[src/hdl/pli_pkg.sv]
`default_nettype none

package pli_pkg;

  // Field widths of the request and result items
  localparam int OP_W  = 2;
  localparam int POS_W = 8;
  localparam int VAL_W = 32;
  localparam int ST_W  = 2;

  // Position compares run one bit wider than the position field
  localparam int CMP_W = POS_W + 1;

  // Operation codes
  localparam logic [OP_W-1:0] OP_INSERT = 2'd0;
  localparam logic [OP_W-1:0] OP_DELETE = 2'd1;
  localparam logic [OP_W-1:0] OP_LIST   = 2'd2;

  // Result status codes
  localparam logic [ST_W-1:0] ST_OK    = 2'd0;
  localparam logic [ST_W-1:0] ST_RANGE = 2'd1;
  localparam logic [ST_W-1:0] ST_FULL  = 2'd2;
  localparam logic [ST_W-1:0] ST_EMPTY = 2'd3;

endpackage

`default_nettype wire

[src/hdl/pli_ram.sv]
`default_nettype none

module pli_ram import pli_pkg::*; #(
  parameter int DEPTH = 16,
  parameter int AW    = 4
) (
  input  logic                    clk,
  input  logic                    we,
  input  logic [AW-1:0]           waddr,
  input  logic signed [VAL_W-1:0] wdata,
  input  logic                    re,
  input  logic [AW-1:0]           raddr,
  output logic signed [VAL_W-1:0] rdata
);

  logic signed [VAL_W-1:0] mem [DEPTH];
  logic signed [VAL_W-1:0] rdata_r;

  // Write port
  always_ff @(posedge clk) begin
    if (we) begin
      mem[waddr] <= wdata;
    end
  end

  // Registered read port, holds its data while re is low
  always_ff @(posedge clk) begin
    if (re) begin
      rdata_r <= mem[raddr];
    end
  end

  assign rdata = rdata_r;

endmodule

`default_nettype wire

[config.mk]
export PLATFORM = sky130hd
export DESIGN_NAME = pli_ram
export DESIGN_NICKNAME = d
export VERILOG_FILES = /design/src/hdl/pli_pkg.sv /design/src/hdl/pli_ram.sv
export SDC_FILE = /design/constraint.sdc
export NUM_CORES = 1
export LEC_CHECK = 0
export BUFFER_PORTS_ARGS = -buffer_cell sky130_fd_sc_hd__buf_2
export CORE_ASPECT_RATIO = 0.6
export CORE_MARGIN = 1.5
export CORE_UTILIZATION = 66
export DETAILED_ROUTE_END_ITERATION = 12
export PLACE_DENSITY = 0.84
export SLEW_MARGIN = 5
export SYNTH_ARGS = -nofsm -noshare
export SYNTH_HDL_FRONTEND = slang
export SYNTH_SLANG_ARGS = --single-unit
[constraint.sdc]
create_clock -name clk -period 7.2 [get_ports clk]
set_clock_uncertainty 0.15 [all_clocks]
set_input_delay 1.08 -clock clk [delete_from_list [all_inputs] [get_ports clk]]
set_output_delay 1.08 -clock clk [all_outputs]
set_load 0.1 [all_outputs]
==> impl_metrics.ini <==
[status]
status = finished clean

[synthesis]
yosys_warnings = 0
syn_inst = 838
syn_nets = 881
ys_seq_area_frac = 0.810
synth_area_per_cell_um2 = 24.1
yosysUniqueCellTypes = 17
ys_ff_latch = 544
syn_area_mm2 = 0.0202

[worst_setup_path]
required_ns = 7.37
cp-end-kind = register
reg2reg_from = mem[2][2]$_DFFE_PP_
cp-start-kind = input port
cp_max_fo = 69
crit_arrival_ns = 3.50
crit_type = input port to register
cp-startpoint = raddr[1]

[routing]
vias = 9608
ant_nets = 0
vias_per_cell = 6.91
wl_per_cell_um = 33.2
firstDrtPassIters = 5
drt_wl_total_mm = 46.2
drc = 0
drtIter0Drc = 1212

[finish]
area_growth_pct = 12.2
final_common_cell = edfxtp_1
final_nets = 985
final_cell_mix = edfxtp_1, mux4_2, buf_2
drive_gt1_frac = 0.325

[power]
vdd_ir_drop_max_mv = 0.221
p_leak_nw = 7.23
p_per_area_mw_per_mm2 = 285

[timing]
tightestPinTransition_ns = 1.17
rsz0062_at_grt = no
drv_slew = 0
hold_ws_ns = 0.600
fmax_mhz = 300
finalCriticalPeriod_ns = 3.34
period_share = 0.463
slew_headroom = 0.223
setup_tns_ns = 0
finalHoldViolations = 0
finalSetupViolCount = 0

[clock_tree]
clkTransAtPathRegs_ns = 0.07
cts_sinks = 544
clock_path_buffers = 3
cts_resized = 0
hold_buffers = 0
htreeDepth = 2
insertion_delay_ns = 0.57
cts_setup_buffers = 0
cts_buffers = 45
cts_tree = yes
ctsRootBufferMaster = clkbuf_16

[floorplan]
io_pins = 75
die-width_um = 229
core_mm2 = 0.0300
num_rows = 49
die-area_mm2 = 0.0317
initial_core_util = 0.673
dieHeight_um = 138

[min_path]
hold_path_class = register to register
min_from = mem[14][8]$_DFFE_PP_

[global_route]
grt_start_max_net_pins = 84
track_usage = 0.301
grt_pass1_vias = 9972
grt_first_pass_wirelength_mm = 66.8
grt-ovfl-total = 0
antenna_found_initial = 3

[place]
gp_congestion = 0.747
portBuffers = 74
dp_hpwl_mm = 22.6

[job]
drv_cap = 0
path summary, 6_finish.rpt:
path / slack (ns) / to / cells after the start
hold reg to reg: 0.60 / rdata[8]$_DFFE_PP_ / 3
setup reg to reg: 5.47 / rdata[2]$_DFFE_PP_ / 3
setup / recovery: 3.86 / rdata[11]$_DFFE_PP_ / 5
hold / removal: 0.60 / rdata[8]$_DFFE_PP_ / 3
logic make-up (layout without fill, tap and decap cells):
family          Yosys count  in the layout  synth area share
other cells               0              5                 0
buf+inv                  43            183            0.0110
simple gates             59             59            0.0125
mux                     128            128             0.143
compound gates           64             64            0.0238
flops                   544            544             0.810
power breakdown:
group	internal (W)	switching (W)	total, W
logic	0.000121	0.000297	0.000418
clock network	0.00133	0.00110	0.00244
registers	0.00357	0.0000244	0.00359
per-layer routing:
metal  track usage  vias to the layer above  share of wire
met5             0                        -              0
met4         0.114                        0          0.034
met3        0.0619                      115          0.096
met2         0.475                      636           0.49
met1         0.430                     5045           0.38
li1              -                     3812              -
stage by stage:
stage	power [W]	util	worst slack, ns	cell area, µm²	std cells
2_1_floorplan	0.00393	-	2.79	20200	838
3_3_place_gp	0.00405	0.706	3.37	21200	1303
3_5_place_dp	0.00407	0.706	3.31	21200	1303
4_1_cts	0.00647	0.755	3.86	22600	1386
5_1_grt	0.00661	0.755	3.73	22600	1389
6_report	0.00645	0.755	3.86	22600	1391
state kept, by name, summed over array words and instances (netlist names):
name / flops
rdata: 32
mem: 512
area by class of cell:
type | count | area [µm²]
clock inverters | 34 | 264
diodes | 5 | 12.5
fillers | 1510 | 7350
multi-input cells | 251 | 3750
well taps | 408 | 510
clock buffers | 49 | 1180
repair buffers | 100 | 577
flip-flops and latches | 544 | 16300
Yosys cell counts (all sizes together):
master / n / area share
nor2: 13 / 0.0024
nand2: 33 / 0.0061
buf: 26 / 0.0079
nand2b: 2 / 0.00062
mux4: 128 / 0.14
clkbuf: 17 / 0.0032
or3b: 1 / 0.00043
and2: 1 / 0.00031
nand3: 1 / 0.00025
nand3b: 2 / 0.00074
edfxtp: 544 / 0.81
nor2b: 2 / 0.00062
a22oi: 64 / 0.024
nor3: 4 / 0.00099
worst max-delay path, stage by stage:
cell,delay [ns]
buf_4,0.64
buf_4,0.90
mux4_2,0.43
a22oi_1,0.29
nand2_1,0.09
No activity file was read; power rests on OpenSTA's default activity.
